File: config.mk
export PLATFORM = sky130hd
export DESIGN_NAME = sm4_ctr_stream_cipher
export DESIGN_NICKNAME = d
export VERILOG_FILES = /design/src/design/sm4c_pkg.sv /design/src/design/sm4_ctr_stream_cipher.sv /design/src/design/sm4c_core.sv
export SDC_FILE = /design/constraint.sdc
export NUM_CORES = 2
export LEC_CHECK = 0
export BUFFER_PORTS_ARGS = -buffer_cell sky130_fd_sc_hd__buf_2
export CAP_MARGIN = 10
export CORE_AREA = 2 2 559 561
export CTS_CLUSTER_DIAMETER = 60
export DETAILED_ROUTE_END_ITERATION = 7
export DIE_AREA = 0 0 561 563
export MAX_ROUTING_LAYER = met4
export PLACE_DENSITY = 0.42
export SYNTH_ARGS = -nofsm -noshare
export SYNTH_HDL_FRONTEND = slang
export SYNTH_SLANG_ARGS = --single-unit
File: constraint.sdc
create_clock -name clk -period 27.1 [get_ports clk]
set_clock_uncertainty 0.15 [all_clocks]
set_input_delay 4.065 -clock clk [delete_from_list [all_inputs] [get_ports clk]]
set_output_delay 4.065 -clock clk [all_outputs]
set_load 0.005 [all_outputs]
File: src/design/sm4c_pkg.sv
// Shared types, constants and functions of the SM4 counter-mode cipher.
// Holds the S-box, key schedule constants and the core control structs.
// Depends on nothing; every other design file imports it.
package sm4c_pkg;

  localparam int BLOCK_BYTES = 16;
  localparam int COUNT_W     = 5;
  localparam int ROUNDS      = 32;
  localparam int ROUND_W     = $clog2(ROUNDS);

  localparam logic [31:0] FK [4] = '{32'hA3B1BAC6, 32'h56AA3350, 32'h677D9197, 32'hB27022DC};

  localparam logic [7:0] SBOX [256] = '{
    8'hD6, 8'h90, 8'hE9, 8'hFE, 8'hCC, 8'hE1, 8'h3D, 8'hB7,
    8'h16, 8'hB6, 8'h14, 8'hC2, 8'h28, 8'hFB, 8'h2C, 8'h05,
    8'h2B, 8'h67, 8'h9A, 8'h76, 8'h2A, 8'hBE, 8'h04, 8'hC3,
    8'hAA, 8'h44, 8'h13, 8'h26, 8'h49, 8'h86, 8'h06, 8'h99,
    8'h9C, 8'h42, 8'h50, 8'hF4, 8'h91, 8'hEF, 8'h98, 8'h7A,
    8'h33, 8'h54, 8'h0B, 8'h43, 8'hED, 8'hCF, 8'hAC, 8'h62,
    8'hE4, 8'hB3, 8'h1C, 8'hA9, 8'hC9, 8'h08, 8'hE8, 8'h95,
    8'h80, 8'hDF, 8'h94, 8'hFA, 8'h75, 8'h8F, 8'h3F, 8'hA6,
    8'h47, 8'h07, 8'hA7, 8'hFC, 8'hF3, 8'h73, 8'h17, 8'hBA,
    8'h83, 8'h59, 8'h3C, 8'h19, 8'hE6, 8'h85, 8'h4F, 8'hA8,
    8'h68, 8'h6B, 8'h81, 8'hB2, 8'h71, 8'h64, 8'hDA, 8'h8B,
    8'hF8, 8'hEB, 8'h0F, 8'h4B, 8'h70, 8'h56, 8'h9D, 8'h35,
    8'h1E, 8'h24, 8'h0E, 8'h5E, 8'h63, 8'h58, 8'hD1, 8'hA2,
    8'h25, 8'h22, 8'h7C, 8'h3B, 8'h01, 8'h21, 8'h78, 8'h87,
    8'hD4, 8'h00, 8'h46, 8'h57, 8'h9F, 8'hD3, 8'h27, 8'h52,
    8'h4C, 8'h36, 8'h02, 8'hE7, 8'hA0, 8'hC4, 8'hC8, 8'h9E,
    8'hEA, 8'hBF, 8'h8A, 8'hD2, 8'h40, 8'hC7, 8'h38, 8'hB5,
    8'hA3, 8'hF7, 8'hF2, 8'hCE, 8'hF9, 8'h61, 8'h15, 8'hA1,
    8'hE0, 8'hAE, 8'h5D, 8'hA4, 8'h9B, 8'h34, 8'h1A, 8'h55,
    8'hAD, 8'h93, 8'h32, 8'h30, 8'hF5, 8'h8C, 8'hB1, 8'hE3,
    8'h1D, 8'hF6, 8'hE2, 8'h2E, 8'h82, 8'h66, 8'hCA, 8'h60,
    8'hC0, 8'h29, 8'h23, 8'hAB, 8'h0D, 8'h53, 8'h4E, 8'h6F,
    8'hD5, 8'hDB, 8'h37, 8'h45, 8'hDE, 8'hFD, 8'h8E, 8'h2F,
    8'h03, 8'hFF, 8'h6A, 8'h72, 8'h6D, 8'h6C, 8'h5B, 8'h51,
    8'h8D, 8'h1B, 8'hAF, 8'h92, 8'hBB, 8'hDD, 8'hBC, 8'h7F,
    8'h11, 8'hD9, 8'h5C, 8'h41, 8'h1F, 8'h10, 8'h5A, 8'hD8,
    8'h0A, 8'hC1, 8'h31, 8'h88, 8'hA5, 8'hCD, 8'h7B, 8'hBD,
    8'h2D, 8'h74, 8'hD0, 8'h12, 8'hB8, 8'hE5, 8'hB4, 8'hB0,
    8'h89, 8'h69, 8'h97, 8'h4A, 8'h0C, 8'h96, 8'h77, 8'h7E,
    8'h65, 8'hB9, 8'hF1, 8'h09, 8'hC5, 8'h6E, 8'hC6, 8'h84,
    8'h18, 8'hF0, 8'h7D, 8'hEC, 8'h3A, 8'hDC, 8'h4D, 8'h20,
    8'h79, 8'hEE, 8'h5F, 8'h3E, 8'hD7, 8'hCB, 8'h39, 8'h48
  };

  typedef enum logic [1:0] {
    REG_KEY_HIGH   = 2'd0,
    REG_KEY_LOW    = 2'd1,
    REG_NONCE_HIGH = 2'd2,
    REG_NONCE_LOW  = 2'd3
  } reg_index_t;

  typedef enum logic [1:0] {
    CORE_IDLE,
    CORE_EXPAND,
    CORE_ENCRYPT
  } core_state_t;

  typedef struct packed {
    logic start_expand;
    logic start_encrypt;
  } core_ctrl_t;

  typedef struct packed {
    logic busy;
    logic done;
  } core_status_t;

  function automatic logic [31:0] rotl(input logic [31:0] v, input int n);
    return (v << n) | (v >> (32 - n));
  endfunction

  // Nonlinear layer: S-box on each byte.
  function automatic logic [31:0] tau(input logic [31:0] v);
    return {SBOX[v[31:24]], SBOX[v[23:16]], SBOX[v[15:8]], SBOX[v[7:0]]};
  endfunction

  // Key schedule constant: byte j of word i is (4i+j)*7 mod 256.
  function automatic logic [31:0] ck_word(input logic [ROUND_W-1:0] i);
    logic [31:0] w;
    logic [9:0]  prod;
    w = '0;
    for (int j = 0; j < 4; j++) begin
      prod = 10'({i, 2'(j)}) * 10'd7;
      w = {w[23:0], prod[7:0]};
    end
    return w;
  endfunction

endpackage

File: src/design/sm4_ctr_stream_cipher.sv
// SM4 counter-mode cipher: one 16-byte request in, one result out.
// A request runs 32 rounds through one round unit that reads one round key per cycle
// from the round key memory; the core's done flag, the result_wait flag and the output
// register then follow in that order. A new request is taken only once the previous
// block has moved to the output register; a stalled result holds the request side.
// Reset is synchronous; after reset and after every key register write the key
// schedule runs, and requests stall until it finishes.
module sm4_ctr_stream_cipher (
  input  logic        clk,
  input  logic        rst,
  // configuration write port
  input  logic        write_enable,
  input  logic [1:0]  write_index,
  input  logic [63:0] write_data,
  // request channel
  input  logic        data_valid,
  output logic        data_stall,
  input  logic [63:0] data_high,
  input  logic [63:0] data_low,
  input  logic [4:0]  byte_count,
  input  logic        first_block,
  // result channel
  output logic        result_valid,
  input  logic        result_stall,
  output logic [63:0] result_high,
  output logic [63:0] result_low,
  output logic [4:0]  result_bytes
);
  import sm4c_pkg::*;

  // Configuration registers.
  logic [63:0] key_high, key_low, nonce_high, nonce_low;

  // Control flags.
  logic expand_pending;  // key schedule must (re)run from the key registers
  logic in_flight;       // a request is in the core or waiting for the output register
  logic result_wait;     // core holds a finished keystream block
  logic out_full;        // output register holds a result

  // Block counter, big-endian 128-bit value split in two words.
  logic [63:0] ctr_high, ctr_low;
  logic [63:0] base_high, base_low;

  // Request payload kept while the core works.
  logic [63:0]        item_high, item_low;
  logic [COUNT_W-1:0] item_bytes;
  logic [COUNT_W-1:0] bytes_sat;

  logic         data_take, result_take, xfer, key_write;
  core_ctrl_t   core_ctrl;
  core_status_t core_status;
  logic [127:0] keystream;
  logic [127:0] byte_mask;

  assign key_write = write_enable &&
                     ((write_index == REG_KEY_HIGH) || (write_index == REG_KEY_LOW));

  // Hold requests while the key schedule is pending or running, or a request is open.
  assign data_stall  = expand_pending || in_flight || core_status.busy;
  assign data_take   = data_valid && !data_stall;
  assign result_take = result_valid && !result_stall;
  // Move the finished block into the output register once it is free or being drained.
  assign xfer        = result_wait && (!out_full || result_take);

  // A first block restarts from the nonce.
  assign base_high = first_block ? nonce_high : ctr_high;
  assign base_low  = first_block ? nonce_low  : ctr_low;

  // Saturate byte counts above a full block.
  assign bytes_sat = (byte_count > COUNT_W'(BLOCK_BYTES)) ? COUNT_W'(BLOCK_BYTES) : byte_count;

  assign core_ctrl.start_expand  = expand_pending;
  assign core_ctrl.start_encrypt = data_take;

  sm4c_core u_core (
    .clk       (clk),
    .rst       (rst),
    .ctrl      (core_ctrl),
    .key       ({key_high, key_low}),
    .block_in  ({base_high, base_low}),
    .status    (core_status),
    .block_out (keystream)
  );

  always_ff @(posedge clk) begin
    if (rst) begin
      key_high   <= '0;
      key_low    <= '0;
      nonce_high <= '0;
      nonce_low  <= '0;
    end else if (write_enable) begin
      case (write_index)
        REG_KEY_HIGH:   key_high   <= write_data;
        REG_KEY_LOW:    key_low    <= write_data;
        REG_NONCE_HIGH: nonce_high <= write_data;
        REG_NONCE_LOW:  nonce_low  <= write_data;
        default: ;
      endcase
    end
  end

  // After reset, expand the all-zero key so the round key memory is never read unwritten.
  always_ff @(posedge clk) begin
    if (rst) expand_pending <= 1'b1;
    else if (key_write) expand_pending <= 1'b1;
    else expand_pending <= 1'b0;
  end

  // Advance the counter on every accepted request; carry into the high word.
  always_ff @(posedge clk) begin
    if (rst) begin
      ctr_high <= '0;
      ctr_low  <= '0;
    end else if (data_take) begin
      ctr_low  <= base_low + 64'd1;
      ctr_high <= base_high + {63'd0, &base_low};
    end
  end

  always_ff @(posedge clk) begin
    if (data_take) begin
      item_high  <= data_high;
      item_low   <= data_low;
      item_bytes <= bytes_sat;
    end
  end

  always_ff @(posedge clk) begin
    if (rst) begin
      in_flight   <= 1'b0;
      result_wait <= 1'b0;
      out_full    <= 1'b0;
    end else begin
      if (data_take) in_flight <= 1'b1;
      else if (xfer) in_flight <= 1'b0;

      if (core_status.done) result_wait <= 1'b1;
      else if (xfer) result_wait <= 1'b0;

      if (xfer) out_full <= 1'b1;
      else if (result_take) out_full <= 1'b0;
    end
  end

  // Keep the leading valid bytes, drop the rest.
  always_comb begin
    for (int i = 0; i < BLOCK_BYTES; i++) begin
      byte_mask[127 - 8*i -: 8] = (COUNT_W'(i) < item_bytes) ? 8'hFF : 8'h00;
    end
  end

  always_ff @(posedge clk) begin
    if (xfer) begin
      result_high  <= (item_high ^ keystream[127:64]) & byte_mask[127:64];
      result_low   <= (item_low  ^ keystream[63:0])   & byte_mask[63:0];
      result_bytes <= item_bytes;
    end
  end

  assign result_valid = out_full;

endmodule

File: src/design/sm4c_core.sv
// Iterative SM4 core: one shared round unit for key expansion and block encryption.
// Round keys live in a 32-entry synchronous memory with a registered read port.
// Depends on sm4c_pkg.
module sm4c_core (
  input  logic                clk,
  input  logic                rst,
  input  sm4c_pkg::core_ctrl_t   ctrl,
  input  logic [127:0]        key,
  input  logic [127:0]        block_in,
  output sm4c_pkg::core_status_t status,
  output logic [127:0]        block_out
);
  import sm4c_pkg::*;

  localparam logic [ROUND_W-1:0] LAST_ROUND = ROUND_W'(ROUNDS - 1);

  core_state_t        state, state_next;
  logic [ROUND_W-1:0] round;
  logic [31:0]        w0, w1, w2, w3;
  logic               done;

  logic [31:0]        rk_mem [ROUNDS];
  logic [31:0]        rk_rdata;
  logic [ROUND_W-1:0] rk_raddr;

  logic [31:0]        kin, mix, sub, lin, nw;
  logic               expanding;

  assign expanding = (state == CORE_EXPAND);

  // Prefetch the key of the next round; in idle and during expansion sit on round zero.
  assign rk_raddr = (state == CORE_ENCRYPT) ? round + 1'b1 : '0;

  assign kin = expanding ? ck_word(round) : rk_rdata;
  assign mix = w1 ^ w2 ^ w3 ^ kin;
  assign sub = tau(mix);
  assign lin = expanding ? (sub ^ rotl(sub, 13) ^ rotl(sub, 23))
                         : (sub ^ rotl(sub, 2) ^ rotl(sub, 10) ^ rotl(sub, 18) ^ rotl(sub, 24));
  assign nw  = w0 ^ lin;

  always_comb begin
    state_next = state;
    case (state)
      CORE_IDLE: begin
        if (ctrl.start_expand) state_next = CORE_EXPAND;
        else if (ctrl.start_encrypt) state_next = CORE_ENCRYPT;
      end
      CORE_EXPAND: begin
        if (ctrl.start_expand) state_next = CORE_EXPAND;
        else if (round == LAST_ROUND) state_next = CORE_IDLE;
      end
      CORE_ENCRYPT: begin
        if (ctrl.start_expand) state_next = CORE_EXPAND;
        else if (round == LAST_ROUND) state_next = CORE_IDLE;
      end
      default: state_next = CORE_IDLE;
    endcase
  end

  always_ff @(posedge clk) begin
    if (rst) begin
      state <= CORE_IDLE;
      round <= '0;
      done  <= 1'b0;
    end else begin
      state <= state_next;
      done  <= (state == CORE_ENCRYPT) && (round == LAST_ROUND) && !ctrl.start_expand;
      if (ctrl.start_expand || (state == CORE_IDLE)) round <= '0;
      else round <= round + 1'b1;
    end
  end

  always_ff @(posedge clk) begin
    if (ctrl.start_expand) begin
      w0 <= key[127:96] ^ FK[0];
      w1 <= key[95:64]  ^ FK[1];
      w2 <= key[63:32]  ^ FK[2];
      w3 <= key[31:0]   ^ FK[3];
    end else if ((state == CORE_IDLE) && ctrl.start_encrypt) begin
      w0 <= block_in[127:96];
      w1 <= block_in[95:64];
      w2 <= block_in[63:32];
      w3 <= block_in[31:0];
    end else if (state != CORE_IDLE) begin
      w0 <= w1;
      w1 <= w2;
      w2 <= w3;
      w3 <= nw;
    end
  end

  always_ff @(posedge clk) begin
    if (expanding && !ctrl.start_expand) rk_mem[round] <= nw;
    rk_rdata <= rk_mem[rk_raddr];
  end

  assign status.busy = (state != CORE_IDLE);
  assign status.done = done;
  // Output words come out in reverse order.
  assign block_out   = {w3, w2, w1, w0};

endmodule

==> summary.md <==
| Metric | Value |
|---|---|
| Drt initial violations | `7922` |
| Status | `completed` |
| Yosys warning total | `0` |
| Drt pass-1 iters | `6` |
| Grt total ovfl | `0` |
| Synth cell types | `118` |
| IO buf count | `339` |
| Post-CTS Setup Repair Bufs | `0` |
| Die width | `561 microns` |
| Seq cells post-synth | `1846` |
| I/O pin count | `340` |
| DR WL/cell | `31.1 microns` |
| Hold crit path type | `reg2reg` |
| RSZ-0062 raised after global routing | `false` |
| Post-synth ARST share | `0%` |
| CP endpoint kind | `flip-flop` |
| Overall Global Routing Usage | `25.2%` |
| Worst-Margin Slew | `1190 ps` |
| Clock transition at path regs | `60 ps` |
| Fmax achieved | `a little under 80 MHz` |
| Worst hold path cell count | `2` |
| Die area | `316000 sq um` |
| Largest register FFs | `a little over 1000` |
| Gates resized, CTS repair | `0` |
| Max cap viols | `0` |
| Footprint of the multi-input gates | `between 30000 and 40000 sq um` |
| Number of enable flip-flop cells after synthesis | `1418` |
| Setup TNS | `0 ps` |
| Min-delay src | `key_low[34]` |
| Fillers | `31200` |
| Hold Path End | `key_low[34]` |
| Layout cell share with drive strength beyond 1 | `~16%` |
| DRT antenna net count | `0` |
| CTS tree | `done` |
| Number of cell rows | `a little over 200` |
| Nets | `~8700` |
| First-pass GRT wire length | `about 560 mm` |
| Most common cell after layout, fill and taps aside | `edfxtp_1` |
| Cell Area, Synth | `92400 sq um` |
| Worst Setup Start Kind | `primary input` |
| Cell count after synthesis | `between 8000 and 9000` |
| FF-to-FF path depth | `22` |
| Fin. max-slew vios | `0` |
| Area after DPL | `a little under 100000 sq um` |
| Most frequent cells in the layout | `edfxtp_1, nand2_1, a21oi_1, o21ai_0, nor2_1` |
| Worst r2r src | `ctr_low[25]` |
| CTS Buf Count | `223` |
| Design area | `107000 sq um` |
| H-tree depth | `4` |
| DR vias | `72200` |
| Vias in the first global route | `69100` |
| CP Data Required Time | `27650 ps` |
| CTS Hold Buffers Added | `0` |
| Mean area per synthesized cell | `11.1 sq um` |
| Clk_lat worst skew | `930 ps` |
| Initial antenna violation count | `30` |
| Worst hold slack | `300 ps` |
| Max Fanout on Critical Path | `73` |
| Vias per std cell | `about 5.6` |
| Core ar. | `310000 sq um` |
| Final setup fails | `0` |
| Clock Tree Buf Depth | `4` |
| RR Endpoint | `ctr_high[63]` |
| Root buffer cell | `clkbuf_16` |
| Final min period | `12910 ps` |
| DRT Wirelength | `~400 mm` |
| CP Data Arrival Time | `between 10000 and 15000 ps` |
| Clock Sinks | `1846` |
| Starting density of the core | `29.8%` |
| Sequential fraction of the synthesis area | `approximately 55%` |
| Slew HR | `between 10% and 20%` |
| Critical path type | `in2reg` |
| Syn nets | `8568` |
| Hold Vio Cnt, Final | `0` |
| Dpl hpwl | `263 mm` |
| Top FF cell, synth | `edfxtp_1` |
| Final Cycle Share | `approximately 48%` |
| Post-route DRC | `0` |
| R2R Setup Slk | `18250 ps` |
| Area grow syn2layout | `15.6%` |
| Top reg by flops | `u_core.rk_mem` |
| Core Util, Final | `around 34%` |
| Die Y | `563 microns` |
| Largest net degree at the start of global routing | `between 100 and 150` |
| FF+latch area | `51200 sq um` |
| GP Congestion | `0.927` |
## critical path: stages
cell and delay, ps:
buf_8 510, buf_4 630, mux2i_1 240, inv_1 100
ha_1 200, a21boi_0 430, and3_1 400, nand3_1 220
nor2_1 620, nand4_1 310, nor3_1 490, nand2_1 410
nor3_1 590, ha_1 280, inv_1 60, a221oi_1 490
and3_1 310, nand2_1 150, nor4_1 640, and3_1 490
and2_1 410, nand2_1 320, nor3_2 460, nand3b_1 160
a41oi_1 240, a21oi_1 80
## kinds of logic (layout without fill, tap and decap cells)
logic type | count (synthesis) | count (layout) | share of synthesized area (%)
compound gates | 2313 | 2313 | 15.9
xor+xnor | 484 | 484 | 5.55
fa+ha+maj | 66 | 66 | 0.947
buf+inv | 710 | 1060 | 3.20
flops | 1846 | 1846 | 55.3
mux | 440 | 440 | 7.60
other cells | 0 | 16 | 0
simple gates | 2439 | 2439 | 11.4
## metrics by stage
| stage | cells | worst slack [ps] |
|---|---|---|
| floorplan | 8298 | 12400 |
| finish | 12800 | 14190 |
| global placement | 12400 | 13890 |
| detailed placement | 12400 | 13760 |
| global route | 12800 | 13810 |
| CTS | 12800 | 14680 |
## metal layers
layer / vias up / GRT usage (%) / wire, microns
li1: 31600 / - / -
met3: 520 / 4.19 / 28300
met2: 3059 / 38.1 / 179000
met1: 37000 / 34.6 / 178000
met4: 0 / 7.16 / 12500
met5: - / - / 0
## Yosys cell counts (all sizes together), types with 117 or more instances
master / count / area (sq um)
o211ai: 133 / 1020
nor3: 129 / 671
nor2: 569 / 2150
nand2: 1228 / 4610
o21ai: 593 / 2980
buf: 265 / 1280
o22ai: 117 / 732
a21oi: 726 / 3650
o221ai: 172 / 1510
clkbuf: 385 / 1450
edfxtp: 1418 / 42600
xnor2: 296 / 2700
dfxtp: 428 / 8570
mux4: 202 / 4550
mux2i: 188 / 1910
nand3: 171 / 861
xor2: 141 / 1340
## how the worst max path moves through the flow
stage                 startpoint            to  slack, ps  cells after the start
floorplan           result_stall     in_flight      12400                      3
global placement     first_block  ctr_high[62]      13890                     26
detailed placement   first_block  ctr_high[63]      13760                     26
CTS                  first_block  ctr_high[63]      14680                     26
global route         first_block  ctr_high[60]      13810                     26
finish               first_block  ctr_high[63]      14190                     26
## layout make-up
type	count	share of cell area, %
Antenna cell	16	0.0375
Clock buffer	295	5.71
Clock inverter	122	1.21
Inverter	59	0.224
Multi-Input combinational cell	5742	36.7
Sequential cell	1846	47.9
Tap cell	4140	4.85
Timing Repair Buffer	584	3.35
Power is not shown: default switching activity piles up to over one toggle a cycle in this logic, so the estimate is an artifact.
